<file path="src/rtl/core/cps_pkg.sv">
// Shared types and constants of the closest point search block.
package cps_pkg;

    localparam int FIELD_W     = 16;
    localparam int INDEX_W     = 16;
    localparam int DIST_W      = 35;
    localparam int SQ_W        = 34;
    localparam int ROOT_OUT_W  = 17;
    localparam int ROOT_W      = (DIST_W + 1) / 2;
    localparam int QUEUE_DEPTH = 2;
    localparam int CFG_INDEX_W = 2;

    localparam logic [DIST_W-1:0] DIST_NONE = '1;

    typedef enum logic [CFG_INDEX_W-1:0] {
        REG_QUERY_X = 2'd0,
        REG_QUERY_Y = 2'd1,
        REG_QUERY_Z = 2'd2
    } cfg_reg_t;

    typedef enum logic [1:0] {
        ROOT_IDLE,
        ROOT_RUN,
        ROOT_HOLD
    } root_state_t;

    typedef struct packed {
        logic [INDEX_W-1:0] index;
        logic [DIST_W-1:0]  sq_dist;
    } scan_result_t;

    typedef struct packed {
        logic         valid;
        scan_result_t data;
    } scan_req_t;

endpackage

</file>
<file path="src/rtl/core/cps_point_if.sv">
// Point channel: one request carries one point of a scan.
interface cps_point_if;
    logic                              valid;
    logic                              ready;
    logic signed [cps_pkg::FIELD_W-1:0] vertex_x;
    logic signed [cps_pkg::FIELD_W-1:0] vertex_y;
    logic signed [cps_pkg::FIELD_W-1:0] vertex_z;
    logic                              last_vertex;

    modport source (
        output valid, vertex_x, vertex_y, vertex_z, last_vertex,
        input  ready
    );

    modport sink (
        input  valid, vertex_x, vertex_y, vertex_z, last_vertex,
        output ready
    );
endinterface

</file>
<file path="src/rtl/core/cps_result_if.sv">
// Result channel: one request carries the closest point of a finished scan.
interface cps_result_if;
    logic                               valid;
    logic                               ready;
    logic [cps_pkg::INDEX_W-1:0]        best_index;
    logic [cps_pkg::SQ_W-1:0]           distance_squared;
    logic [cps_pkg::ROOT_OUT_W-1:0]     distance;

    modport source (
        output valid, best_index, distance_squared, distance,
        input  ready
    );

    modport sink (
        input  valid, best_index, distance_squared, distance,
        output ready
    );
endinterface

</file>
<file path="src/rtl/core/closest_point_search.sv">
// Top level of the closest point search block.
//
// Points arrive on the vertex channel, one request per point, valid/ready
// handshake. Each point is compared by squared distance against the query
// point held in three configuration registers (index 0 x, 1 y, 2 z),
// written through cfg_we/cfg_index/cfg_data while no scan is in flight.
// A point with last_vertex set closes the scan; one request then leaves on
// the result channel with the position of the closest point (first one on
// a tie), its squared distance and the floor square root of it.
// Throughput: one point per cycle while a queue slot is free. The result
// of a scan passes the distance pipeline, the queue, the square root
// sequencer (one result bit per cycle) and the output register. Up to
// two finished scans wait in the queue while the root unit works; a
// third scan's points stall until one leaves. A stalled result holds in
// the output register while the next scan keeps streaming in.
// Reset clears the query to zero, the scan state and all pending requests.
module closest_point_search #(
    parameter int MAX_VERTICES = 65536,
    parameter int COORD_BITS   = 16
) (
    input  logic                              clk,
    input  logic                              rst_n,
    cps_point_if.sink                         vertex,
    cps_result_if.source                      result,
    input  logic                              cfg_we,
    input  logic [cps_pkg::CFG_INDEX_W-1:0]   cfg_index,
    input  logic [cps_pkg::FIELD_W-1:0]       cfg_data
);

    logic [cps_pkg::FIELD_W-1:0] query_x_reg, query_x_next;
    logic [cps_pkg::FIELD_W-1:0] query_y_reg, query_y_next;
    logic [cps_pkg::FIELD_W-1:0] query_z_reg, query_z_next;

    cps_pkg::scan_req_t push;
    cps_pkg::scan_req_t head;
    logic               queue_full;
    logic               pop;

    always_comb
    begin
        query_x_next = query_x_reg;
        query_y_next = query_y_reg;
        query_z_next = query_z_reg;
        if (cfg_we)
        begin
            unique case (cps_pkg::cfg_reg_t'(cfg_index))
                cps_pkg::REG_QUERY_X: query_x_next = cfg_data;
                cps_pkg::REG_QUERY_Y: query_y_next = cfg_data;
                cps_pkg::REG_QUERY_Z: query_z_next = cfg_data;
                default:
                begin
                    query_x_next = query_x_reg;
                    query_y_next = query_y_reg;
                    query_z_next = query_z_reg;
                end
            endcase
        end
    end

    always_ff @(posedge clk or negedge rst_n)
    begin
        if (!rst_n)
        begin
            query_x_reg <= '0;
            query_y_reg <= '0;
            query_z_reg <= '0;
        end
        else
        begin
            query_x_reg <= query_x_next;
            query_y_reg <= query_y_next;
            query_z_reg <= query_z_next;
        end
    end

    cps_front #(
        .MAX_VERTICES (MAX_VERTICES),
        .COORD_BITS   (COORD_BITS)
    ) u_front (
        .clk       (clk),
        .rst_n     (rst_n),
        .vertex    (vertex),
        .query_x   (query_x_reg),
        .query_y   (query_y_reg),
        .query_z   (query_z_reg),
        .slot_free (pop),
        .push      (push)
    );

    cps_queue u_queue (
        .clk   (clk),
        .rst_n (rst_n),
        .push  (push),
        .pop   (pop),
        .head  (head),
        .full  (queue_full)
    );

    cps_back u_back (
        .clk    (clk),
        .rst_n  (rst_n),
        .head   (head),
        .pop    (pop),
        .result (result)
    );

    a_no_push_when_full: assert property (
        @(posedge clk) disable iff (!rst_n)
        push.valid |-> !queue_full
    ) else $error("scan minimum pushed into a full queue");

    a_pop_needs_entry: assert property (
        @(posedge clk) disable iff (!rst_n)
        pop |-> head.valid
    ) else $error("root unit took an entry from an empty queue");

    a_pop_starts_root: assert property (
        @(posedge clk) disable iff (!rst_n)
        pop |=> !pop
    ) else $error("root unit took two entries in consecutive cycles");

endmodule

</file>
<file path="src/rtl/core/cps_front.sv">
// Front end: distance pipeline, running minimum, scan position counter and queue credits.
module cps_front #(
    parameter int MAX_VERTICES = 65536,
    parameter int COORD_BITS   = 16
) (
    input  logic                            clk,
    input  logic                            rst_n,
    cps_point_if.sink                       vertex,
    input  logic [cps_pkg::FIELD_W-1:0]     query_x,
    input  logic [cps_pkg::FIELD_W-1:0]     query_y,
    input  logic [cps_pkg::FIELD_W-1:0]     query_z,
    input  logic                            slot_free,
    output cps_pkg::scan_req_t              push
);

    localparam int CW       = COORD_BITS;
    localparam int SQ_BITS  = 2 * CW;
    localparam int SUM_BITS = 2 * CW + 2;
    localparam int IDX_MAX  = (1 << cps_pkg::INDEX_W) - 1;
    localparam int LIMIT    = (MAX_VERTICES - 1 > IDX_MAX) ? IDX_MAX : MAX_VERTICES - 1;
    localparam int CNT_W    = $clog2(LIMIT + 1);
    localparam int CREDIT_W = $clog2(cps_pkg::QUEUE_DEPTH + 1);

    function automatic logic [CW-1:0] axis_mag(
        input logic [cps_pkg::FIELD_W-1:0] a,
        input logic [cps_pkg::FIELD_W-1:0] b
    );
        logic [CW-1:0]     ca;
        logic [CW-1:0]     cb;
        logic signed [CW:0] d;
        ca = CW'(a);
        cb = CW'(b);
        d  = $signed({ca[CW-1], ca}) - $signed({cb[CW-1], cb});
        return d[CW] ? CW'(-d) : d[CW-1:0];
    endfunction

    logic                  accept;
    logic [CNT_W-1:0]      cnt_reg, cnt_next;
    logic [CREDIT_W-1:0]   credit_reg, credit_next;

    logic                  s1_valid_reg, s2_valid_reg, s3_valid_reg;
    logic                  s1_last_reg, s2_last_reg, s3_last_reg;
    logic [CNT_W-1:0]      s1_pos_reg, s2_pos_reg, s3_pos_reg;
    logic [CW-1:0]         s1_mag_reg [3];
    logic [SQ_BITS-1:0]    s2_sq_reg [3];
    logic [cps_pkg::DIST_W-1:0] s3_dist_reg;

    logic [cps_pkg::DIST_W-1:0] best_dist_reg, best_dist_next;
    logic [CNT_W-1:0]      best_pos_reg, best_pos_next;
    logic                  closer;
    logic [cps_pkg::DIST_W-1:0] cand_dist;
    logic [CNT_W-1:0]      cand_pos;
    logic [SUM_BITS-1:0]   sum;

    assign vertex.ready = (credit_reg != '0);
    assign accept       = vertex.valid && vertex.ready;

    always_comb
    begin
        cnt_next = cnt_reg;
        if (accept)
        begin
            if (vertex.last_vertex)
                cnt_next = '0;
            else if (cnt_reg < CNT_W'(LIMIT))
                cnt_next = cnt_reg + 1'b1;
        end
    end

    always_comb
    begin
        credit_next = credit_reg;
        case ({accept && vertex.last_vertex, slot_free})
            2'b10:   credit_next = credit_reg - 1'b1;
            2'b01:   credit_next = credit_reg + 1'b1;
            default: credit_next = credit_reg;
        endcase
    end

    assign sum = SUM_BITS'(s2_sq_reg[0]) + SUM_BITS'(s2_sq_reg[1]) + SUM_BITS'(s2_sq_reg[2]);

    assign closer    = s3_dist_reg < best_dist_reg;
    assign cand_dist = closer ? s3_dist_reg : best_dist_reg;
    assign cand_pos  = closer ? s3_pos_reg : best_pos_reg;

    always_comb
    begin
        best_dist_next = best_dist_reg;
        best_pos_next  = best_pos_reg;
        if (s3_valid_reg)
        begin
            if (s3_last_reg)
            begin
                best_dist_next = cps_pkg::DIST_NONE;
                best_pos_next  = '0;
            end
            else
            begin
                best_dist_next = cand_dist;
                best_pos_next  = cand_pos;
            end
        end
    end

    assign push.valid        = s3_valid_reg && s3_last_reg;
    assign push.data.index   = cps_pkg::INDEX_W'(cand_pos);
    assign push.data.sq_dist = cand_dist;

    always_ff @(posedge clk or negedge rst_n)
    begin
        if (!rst_n)
        begin
            cnt_reg       <= '0;
            credit_reg    <= CREDIT_W'(cps_pkg::QUEUE_DEPTH);
            s1_valid_reg  <= 1'b0;
            s2_valid_reg  <= 1'b0;
            s3_valid_reg  <= 1'b0;
            best_dist_reg <= cps_pkg::DIST_NONE;
            best_pos_reg  <= '0;
        end
        else
        begin
            cnt_reg       <= cnt_next;
            credit_reg    <= credit_next;
            s1_valid_reg  <= accept;
            s2_valid_reg  <= s1_valid_reg;
            s3_valid_reg  <= s2_valid_reg;
            best_dist_reg <= best_dist_next;
            best_pos_reg  <= best_pos_next;
        end
    end

    always_ff @(posedge clk)
    begin
        s1_last_reg   <= vertex.last_vertex;
        s1_pos_reg    <= cnt_reg;
        s1_mag_reg[0] <= axis_mag(vertex.vertex_x, query_x);
        s1_mag_reg[1] <= axis_mag(vertex.vertex_y, query_y);
        s1_mag_reg[2] <= axis_mag(vertex.vertex_z, query_z);
        s2_last_reg   <= s1_last_reg;
        s2_pos_reg    <= s1_pos_reg;
        s2_sq_reg[0]  <= s1_mag_reg[0] * s1_mag_reg[0];
        s2_sq_reg[1]  <= s1_mag_reg[1] * s1_mag_reg[1];
        s2_sq_reg[2]  <= s1_mag_reg[2] * s1_mag_reg[2];
        s3_last_reg   <= s2_last_reg;
        s3_pos_reg    <= s2_pos_reg;
        s3_dist_reg   <= cps_pkg::DIST_W'(sum);
    end

endmodule

</file>
<file path="src/rtl/core/cps_queue.sv">
// Short queue of finished scan minima between front and back end.
module cps_queue (
    input  logic                 clk,
    input  logic                 rst_n,
    input  cps_pkg::scan_req_t   push,
    input  logic                 pop,
    output cps_pkg::scan_req_t   head,
    output logic                 full
);

    localparam int PTR_W = $clog2(cps_pkg::QUEUE_DEPTH);
    localparam int CNT_W = $clog2(cps_pkg::QUEUE_DEPTH + 1);

    cps_pkg::scan_result_t entry_reg [cps_pkg::QUEUE_DEPTH];
    logic [PTR_W-1:0] wr_ptr_reg, wr_ptr_next;
    logic [PTR_W-1:0] rd_ptr_reg, rd_ptr_next;
    logic [CNT_W-1:0] count_reg, count_next;

    assign head.valid = (count_reg != '0);
    assign head.data  = entry_reg[rd_ptr_reg];
    assign full       = (count_reg == CNT_W'(cps_pkg::QUEUE_DEPTH));

    always_comb
    begin
        wr_ptr_next = push.valid ? PTR_W'(wr_ptr_reg + 1'b1) : wr_ptr_reg;
        rd_ptr_next = pop ? PTR_W'(rd_ptr_reg + 1'b1) : rd_ptr_reg;
        count_next  = count_reg;
        case ({push.valid, pop})
            2'b10:   count_next = count_reg + 1'b1;
            2'b01:   count_next = count_reg - 1'b1;
            default: count_next = count_reg;
        endcase
    end

    always_ff @(posedge clk or negedge rst_n)
    begin
        if (!rst_n)
        begin
            wr_ptr_reg <= '0;
            rd_ptr_reg <= '0;
            count_reg  <= '0;
        end
        else
        begin
            wr_ptr_reg <= wr_ptr_next;
            rd_ptr_reg <= rd_ptr_next;
            count_reg  <= count_next;
        end
    end

    always_ff @(posedge clk)
    begin
        if (push.valid)
            entry_reg[wr_ptr_reg] <= push.data;
    end

endmodule

</file>
<file path="src/rtl/core/cps_back.sv">
// Back end: bit-pair square root sequencer and result output register.
module cps_back (
    input  logic                 clk,
    input  logic                 rst_n,
    input  cps_pkg::scan_req_t   head,
    output logic                 pop,
    cps_result_if.source         result
);

    localparam int RW     = cps_pkg::ROOT_W;
    localparam int STEP_W = $clog2(RW);

    cps_pkg::root_state_t state_reg, state_next;

    logic [STEP_W-1:0]          step_reg, step_next;
    logic                       last_step;
    logic                       out_free;
    logic                       load_out;

    logic [cps_pkg::INDEX_W-1:0] idx_reg;
    logic [cps_pkg::DIST_W-1:0]  dist_reg;
    logic [2*RW-1:0]             val_reg;
    logic [RW:0]                 rem_reg, rem_next;
    logic [RW-1:0]               root_reg, root_next;
    logic [RW+1:0]               cur;
    logic [RW+1:0]               trial;

    logic                        out_valid_reg, out_valid_next;
    logic [cps_pkg::INDEX_W-1:0]    out_index_reg;
    logic [cps_pkg::SQ_W-1:0]       out_sq_reg;
    logic [cps_pkg::ROOT_OUT_W-1:0] out_root_reg;

    assign last_step = (step_reg == STEP_W'(RW - 1));
    assign out_free  = !out_valid_reg || result.ready;

    always_comb
    begin
        state_next = state_reg;
        unique case (state_reg)
            cps_pkg::ROOT_IDLE:
                if (head.valid)
                    state_next = cps_pkg::ROOT_RUN;
            cps_pkg::ROOT_RUN:
                if (last_step)
                    state_next = cps_pkg::ROOT_HOLD;
            cps_pkg::ROOT_HOLD:
                if (out_free)
                    state_next = cps_pkg::ROOT_IDLE;
            default:
                state_next = cps_pkg::ROOT_IDLE;
        endcase
    end

    always_comb
    begin
        pop      = 1'b0;
        load_out = 1'b0;
        unique case (state_reg)
            cps_pkg::ROOT_IDLE: pop      = head.valid;
            cps_pkg::ROOT_RUN:  pop      = 1'b0;
            cps_pkg::ROOT_HOLD: load_out = out_free;
            default:
            begin
                pop      = 1'b0;
                load_out = 1'b0;
            end
        endcase
    end

    // one result bit per step: bring down two bits, try to subtract 4*root+1
    assign cur   = {rem_reg[RW-1:0], val_reg[2*RW-1 -: 2]};
    assign trial = {root_reg, 2'b01};

    always_comb
    begin
        if (cur >= trial)
        begin
            rem_next  = (RW+1)'(cur - trial);
            root_next = {root_reg[RW-2:0], 1'b1};
        end
        else
        begin
            rem_next  = cur[RW:0];
            root_next = {root_reg[RW-2:0], 1'b0};
        end
    end

    always_comb
    begin
        step_next = step_reg;
        if (pop)
            step_next = '0;
        else if (state_reg == cps_pkg::ROOT_RUN)
            step_next = step_reg + 1'b1;
    end

    always_comb
    begin
        out_valid_next = out_valid_reg;
        if (load_out)
            out_valid_next = 1'b1;
        else if (result.ready)
            out_valid_next = 1'b0;
    end

    always_ff @(posedge clk or negedge rst_n)
    begin
        if (!rst_n)
        begin
            state_reg     <= cps_pkg::ROOT_IDLE;
            step_reg      <= '0;
            out_valid_reg <= 1'b0;
        end
        else
        begin
            state_reg     <= state_next;
            step_reg      <= step_next;
            out_valid_reg <= out_valid_next;
        end
    end

    always_ff @(posedge clk)
    begin
        if (pop)
        begin
            idx_reg  <= head.data.index;
            dist_reg <= head.data.sq_dist;
            val_reg  <= (2*RW)'(head.data.sq_dist);
            rem_reg  <= '0;
            root_reg <= '0;
        end
        else if (state_reg == cps_pkg::ROOT_RUN)
        begin
            val_reg  <= {val_reg[2*RW-3:0], 2'b00};
            rem_reg  <= rem_next;
            root_reg <= root_next;
        end
        if (load_out)
        begin
            out_index_reg <= idx_reg;
            out_sq_reg    <= dist_reg[cps_pkg::SQ_W-1:0];
            out_root_reg  <= root_reg[cps_pkg::ROOT_OUT_W-1:0];
        end
    end

    assign result.valid            = out_valid_reg;
    assign result.best_index       = out_index_reg;
    assign result.distance_squared = out_sq_reg;
    assign result.distance         = out_root_reg;

endmodule

</file>
<file path="src/flat_wrapper.sv">
// flat-port wrapper written by rule: the top's interface ports become plain ports
module closest_point_search_flat 
#(
    parameter int MAX_VERTICES = 65536,
    parameter int COORD_BITS   = 16
)
  (clk, rst_n, cfg_we, cfg_index, cfg_data, vertex_valid, vertex_vertex_x, vertex_vertex_y, vertex_vertex_z, vertex_last_vertex, vertex_ready, result_valid, result_best_index, result_distance_squared, result_distance, result_ready);
  cps_point_if vertex_i ();
  cps_result_if result_i ();
  input  logic clk;
  input  logic rst_n;
  input  logic cfg_we;
  input  logic [cps_pkg::CFG_INDEX_W-1:0] cfg_index;
  input  logic [cps_pkg::FIELD_W-1:0] cfg_data;
  input wire logic [$bits(vertex_i.valid)-1:0] vertex_valid;
  input wire logic [$bits(vertex_i.vertex_x)-1:0] vertex_vertex_x;
  input wire logic [$bits(vertex_i.vertex_y)-1:0] vertex_vertex_y;
  input wire logic [$bits(vertex_i.vertex_z)-1:0] vertex_vertex_z;
  input wire logic [$bits(vertex_i.last_vertex)-1:0] vertex_last_vertex;
  output wire logic [$bits(vertex_i.ready)-1:0] vertex_ready;
  output wire logic [$bits(result_i.valid)-1:0] result_valid;
  output wire logic [$bits(result_i.best_index)-1:0] result_best_index;
  output wire logic [$bits(result_i.distance_squared)-1:0] result_distance_squared;
  output wire logic [$bits(result_i.distance)-1:0] result_distance;
  input wire logic [$bits(result_i.ready)-1:0] result_ready;
  assign vertex_i.valid = vertex_valid;
  assign vertex_i.vertex_x = vertex_vertex_x;
  assign vertex_i.vertex_y = vertex_vertex_y;
  assign vertex_i.vertex_z = vertex_vertex_z;
  assign vertex_i.last_vertex = vertex_last_vertex;
  assign vertex_ready = vertex_i.ready;
  assign result_valid = result_i.valid;
  assign result_best_index = result_i.best_index;
  assign result_distance_squared = result_i.distance_squared;
  assign result_distance = result_i.distance;
  assign result_i.ready = result_ready;
  closest_point_search #(.MAX_VERTICES(MAX_VERTICES), .COORD_BITS(COORD_BITS)) u_core (.clk(clk), .rst_n(rst_n), .vertex(vertex_i), .result(result_i), .cfg_we(cfg_we), .cfg_index(cfg_index), .cfg_data(cfg_data));
endmodule
</file>
<file path="config.mk">
export PLATFORM = sky130hd
export DESIGN_NAME = closest_point_search_flat
export DESIGN_NICKNAME = d
export VERILOG_FILES = /design/src/rtl/core/cps_pkg.sv /design/src/rtl/core/cps_point_if.sv /design/src/rtl/core/cps_result_if.sv /design/src/rtl/core/closest_point_search.sv /design/src/rtl/core/cps_front.sv /design/src/rtl/core/cps_queue.sv /design/src/rtl/core/cps_back.sv /design/src/flat_wrapper.sv
export SDC_FILE = /design/constraint.sdc
export NUM_CORES = 2
export LEC_CHECK = 0
export BUFFER_PORTS_ARGS = -buffer_cell sky130_fd_sc_hd__buf_2
export CORE_ASPECT_RATIO = 1.75
export CORE_MARGIN = 2
export CORE_UTILIZATION = 45
export CTS_BUF_LIST = sky130_fd_sc_hd__clkbuf_8
export DETAILED_ROUTE_END_ITERATION = 6
export GPL_TIMING_DRIVEN = 0
export HOLD_SLACK_MARGIN = 0.12
export PLACE_DENSITY = 0.62
export SLEW_MARGIN = 15
export SYNTH_ARGS = -nofsm -noshare
export SYNTH_HDL_FRONTEND = slang
export SYNTH_SLANG_ARGS = --single-unit
export TNS_END_PERCENT = 30
</file>
<file path="constraint.sdc">
create_clock -name clk -period 7.6 [get_ports clk]
set_input_delay 1.52 -clock clk [delete_from_list [all_inputs] [get_ports clk]]
set_output_delay 1.52 -clock clk [all_outputs]
set_load 0.05 [all_outputs]
</file>
Word-level counts from Yosys, hierarchy flattened
Memories as Yosys holds them, arrays and structs flattened. Index checks and enable logic that the tools add are counted. Widths: inputs -> output; s select.

Order comparisons: 3. Eq/ne operators: 12. Multiplexer cells: 27. Add/subtract/negate cells: 17. Reduce and logical (&&, ||, !) cells: 19. Multipliers: 3.

Operators with widths (count): $mux 35 (4); $mux 16 (7); $mul 16x16->32 (3); $sub 16x16->17 (3); $neg 16->16 (3); $lt 34x35->1 (1); $add 33x32->34 (1); $add 32x32->33 (1); $ge 20x20->1 (1); $mux 18 (1); $sub 18x18->18 (1); $add 16x1->16 const B (1); $lt 16x16->1 const B (1); $reduce_bool 2->1 (7); $mux 5 (2); $eq 2x1->1 const B (4); $eq 2x2->1 const B (4); $pmux 2 s2 (2); $reduce_and 2->1 (4); $mux 1 (7); $mux 2 (3); $ne 2x2->1 const B (3); $pmux 2 s3 (1); $add 5x1->5 const B (1); other kinds (9) (15).

Memories kept: 3. RAM bits: 246. Bits in registers: 406. Word-level logic and storage cells: 116. Input port bits: 72. Output and inout port bits: 69.

Memory list: u_core.u_queue.entry_reg (words 2, width 51, read ports 1, clocked after Yosys merged registers in 0, write ports 1, line cps_queue.sv:14) `cps_pkg::scan_result_t entry_reg [cps_pkg::QUEUE_DEPTH];`; u_core.u_front.s2_sq_reg (words 3, width 32, read ports 3, clocked after Yosys merged registers in 0, write ports 3, line cps_front.sv:45) `logic [SQ_BITS-1:0] s2_sq_reg [3];`; u_core.u_front.s1_mag_reg (words 3, width 16, read ports 3, clocked after Yosys merged registers in 0, write ports 3, line cps_front.sv:44) `logic [CW-1:0] s1_mag_reg [3];`.

Depth between registers and ports, before layout
Depth after elaboration: 5. Gate-level depth with buffers: 26.

Modules after synthesis
From an unflattened synthesis, not the netlist that was laid out.

Cells, all modules: 4699. Area, all modules: 49277.3 sq um.

By module, submodules not included: cps_front (times used 1, cells each 3884, area each 35874.4 sq um); cps_back (times used 1, cells each 538, area each 7468.4 sq um); cps_queue (times used 1, cells each 175, area each 4119.0 sq um); closest_point_search (times used 1, cells each 102, area each 1815.5 sq um).

Worst setup path after synthesis
Ideal clock, no wire load.

Path kind: register to register. From: memory u_core.u_front.s1_mag_reg[0][36] (netlist name). To: memory u_core.u_front.s2_sq_reg[0][95] (netlist name). Data arrival time: 6.262 ns. Slack: 1.265 ns. Setup time: 0.072 ns. Cell stages (with the launch flop): 25. Cell sequence: dfxtp_1 -> clkbuf_1 -> clkbuf_1 -> nand2_1 -> fa_1 -> inv_1 -> fa_1 -> fa_1 -> fa_1 -> fa_1 -> inv_1 -> fa_1 -> inv_1 -> ha_1 -> clkbuf_1 -> a21o_1 -> a21oi_1 -> o21ai_1 -> and3_1 -> o21ai_0 -> o311ai_1 -> a41oi_1 -> o21ai_0 -> a21oi_1 -> xnor2_1.

RTL lines (line): start: declaration (cps_front.sv:44); end: declaration (cps_front.sv:45).

==> flow_summary_export.csv <==
group,metric,value,unit
clock_tree,clkTransAtPathRegs,70,ps
synthesis,ys_seq_area_share,33.2,%
routing,dr.pass1.iters,6,
timing,drv_slew,0,
critical_path,cp_data_arrival_time,8010,ps
critical_path,critPathMaxStageDelay,560,ps
clock_tree,clk_latency,800,ps
placed_design,gp_congestion,0.903,
final_layout,multi_input_area,0.0288,sq mm
critical_path,critical_path.endpoint,"u_core.u_front.s2_sq_reg[0][62]$_DFF_P_",
critical_path,critical_path.startpoint,"u_core.u_front.s1_mag_reg[0][20]$_DFF_P_",
final_layout,nets,6043,
routing,route.met2.wl,63200,microns
global_route,gr-total-overflow,0,
synthesis,syn_inst,4761,
global_route,grtUsageTotal,20.8,%
critical_path,start_kind,"flip-flop",
critical_path,critPathCaptureType,"flip-flop",
routing,viasPerCell,5.04,
timing,finalHoldViolations,0,
critical_path,cpMaxStageDelayCell,"fa_1",
critical_path,crit_path_max_fanout,10,
routing,postRouteAntennaNets,0,
timing,finalSetupViolCount,0,
timing,clock_skew,44.2,ps
placed_design,io_buffers,140,
synthesis,async_reset_ff_share,20.3,%
clock_tree,clock-sinks,649,
floorplan,start_util,45.2,%
clock_tree,cts_root_buffer,"clkbuf_8",
routing,avgRoutedWirePerCell,17.2,microns
clock_tree,cts_tree,"yes",
critical_path,r2r_slack,310,ps
critical_path,ff2ff_path_depth,23,
final_layout,seq_area,0.0162,sq mm
routing,wl_met3,3580,microns
floorplan,die_area,0.112,sq mm
timing,rsz0062_at_grt,"false",
final_layout,final_common_cell,"inv_1",
global_route,grt_pass1_wl,180000,microns
routing,totalWireLength,113000,microns
global_route,grt_pass1_vias,35200,
timing,relSlewSlack,27.7,%
placed_design,hpwl,92700,microns
floorplan,core_area,0.108,sq mm
clock_tree,cts_buffers,97,
routing,wl_met1,39200,microns
clock_tree,cts_hold_buf,0,
floorplan,num_rows,160,
floorplan,pin_count,141,
critical_path,crit_chain,"clkbuf_1 > clkbuf_2 > nand2_1 > fa_1 > fa_1 > inv_1 > ha_1 > fa_1 > fa_1 > inv_1 > fa_1 > inv_1 > ha_1 > a21o_1 > a21oi_1 > a21boi_0 > a41o_1 > a21oi_1 > a31oi_1 > o21ai_0 > nand2b_1 > a221oi_1 > xnor2_1",
synthesis,ys_ff_latch,649,
routing,routed-via-count,33000,
synthesis,synth_flop_cell,"dfxtp_1",
final_layout,syn2layout_area_growth,10.1,%
routing,top_layer,"met4",
critical_path,crit_top_cell,"fa_1",
critical_path,reg2reg_to,"u_core.u_front.s2_sq_reg[0][62]$_DFF_P_",
critical_path,r2r_start,"u_core.u_front.s1_mag_reg[0][20]$_DFF_P_",
synthesis,ys_warn_count,0,
global_route,grt_max_degree,72,
synthesis,syn-cell-area,0.0489,sq mm
run_status,outcome,"complete, no violations",
final_layout,final_cell_mix,"941 x inv_1, 523 x fa_1, 481 x nand2_1",
routing,drt_iter0_markers,1073,
critical_path,crit_type,"reg2reg",
clock_tree,clk_path_buf_depth,3,
synthesis,synth.distinct_cells,82,
global_route,grt_antenna_before_repair,1,
floorplan,fp.dieW,253,microns
timing,worst_pin_slew,1060,ps
final_layout,fill_cells,10000,
synthesis,synth_edf_count,254,
timing,tns,0,ps
hold_path,hold_class,"reg2reg",
clock_tree,htree_levels,3,
timing,max_freq,137,MHz
critical_path,required,8320,ps
synthesis,syn_avg_cell_area,10.3,sq um
timing,finalCriticalPeriod,7290,ps
final_layout,largest_reg_flops,102,
final_layout,drive_gt1_share,9.47,%
floorplan,fp.dieH,440,microns
routing,drt_drc_violations_left,0,
flow_run,maxCapViolCount,0,
timing,period_share,96.0,%
-- how the worst min path moves through the flow --
stage | cells after the start | slack (ps) | to | from
after CTS | 0 | 320 | u_core.u_front.s2_pos_reg[11]$_DFF_P_ | u_core.u_front.s1_pos_reg[11]$_DFF_P_
after global routing | 0 | 330 | u_core.u_front.s3_pos_reg[6]$_DFF_P_ | u_core.u_front.s2_pos_reg[6]$_DFF_P_
after global placement | 0 | 310 | u_core.u_front.s3_pos_reg[2]$_DFF_P_ | u_core.u_front.s2_pos_reg[2]$_DFF_P_
after detailed placement | 0 | 310 | u_core.u_front.s2_pos_reg[11]$_DFF_P_ | u_core.u_front.s1_pos_reg[11]$_DFF_P_
after floorplan | 0 | 310 | u_core.u_front.s2_last_reg$_DFF_P_ | u_core.u_front.s1_last_reg$_DFF_P_
final | 0 | 320 | u_core.u_front.s3_pos_reg[6]$_DFF_P_ | u_core.u_front.s2_pos_reg[6]$_DFF_P_
-- final cells by class --
cell class              instances  area share [%]
multi-input cells            3072            53.5
flip-flops and latches        649            30.1
inverters                     917            6.39
well taps                    1458            3.39
clock buffers                 117            2.99
repair buffers                146            1.57
clock inverters                65            1.09
plain buffers                 126           0.952
diodes                          5          0.0232
-- critical path: cells and delay by family, from the launching register on --
kind | cells | cell delay [ps]
fa+ha+maj | 7 | 3190
flops | 1 | 410
buf+inv | 5 | 1040
simple gates | 2 | 330
xor+xnor | 1 | 170
compound gates | 8 | 2060
-- layer usage --
layer | vias up | GRT usage [%]
li1 | 15900 | -
met1 | 16200 | 20.3
met3 | 288 | 2.34
met5 | - | 0
met4 | 0 | 12.0
met2 | 681 | 41.5
-- repair_timing --
action,CTS,global route
buffers inserted,0,0
setup endpoints to repair,0,10
gates resized for setup,0,35
-- cells by family after synthesis --
family / synth area share [%]
other: 0.00766
adder cells (fa/ha/maj): 32.6
AND/OR/NAND/NOR: 9.96
flip-flops: 33.2
multiplexers: 2.85
XOR/XNOR: 4.44
AO/OA/AOI/OAI: 8.91
buffers and inverters: 8.04
-- synthesized netlist by cell type (all sizes together), types with 96 or more instances --
master | number | area (sq um)
fa | 523 | 10500
a21oi | 164 | 821
ha | 439 | 5490
and2 | 127 | 795
clkbuf | 113 | 424
nand2 | 481 | 1810
edfxtp | 254 | 7630
nor2 | 165 | 619
dfxtp | 263 | 5270
xnor2 | 170 | 1490
inv | 917 | 3440
dfrtp | 96 | 2400
o21ai | 201 | 1010
-- stage by stage --
| step | utilization [%] | setup slack, ps | std cells | hold WS, ps | area (sq um) |
|---|---|---|---|---|---|
| final | 49.8 | 307 | 6555 | 322 | 53900 |
| after global routing | 49.8 | 10.8 | 6555 | 327 | 53900 |
| after CTS | 49.7 | 32.7 | 6551 | 324 | 53800 |
| after detailed placement | 47.7 | 47.9 | 6369 | 312 | 51600 |
| after global placement | 47.5 | 67.8 | 6363 | 310 | 51500 |
| after floorplan | - | 1270 | 4765 | 310 | 49000 |
Power is not shown: default switching activity piles up to over one toggle a cycle in this logic, so the estimate is an artifact.
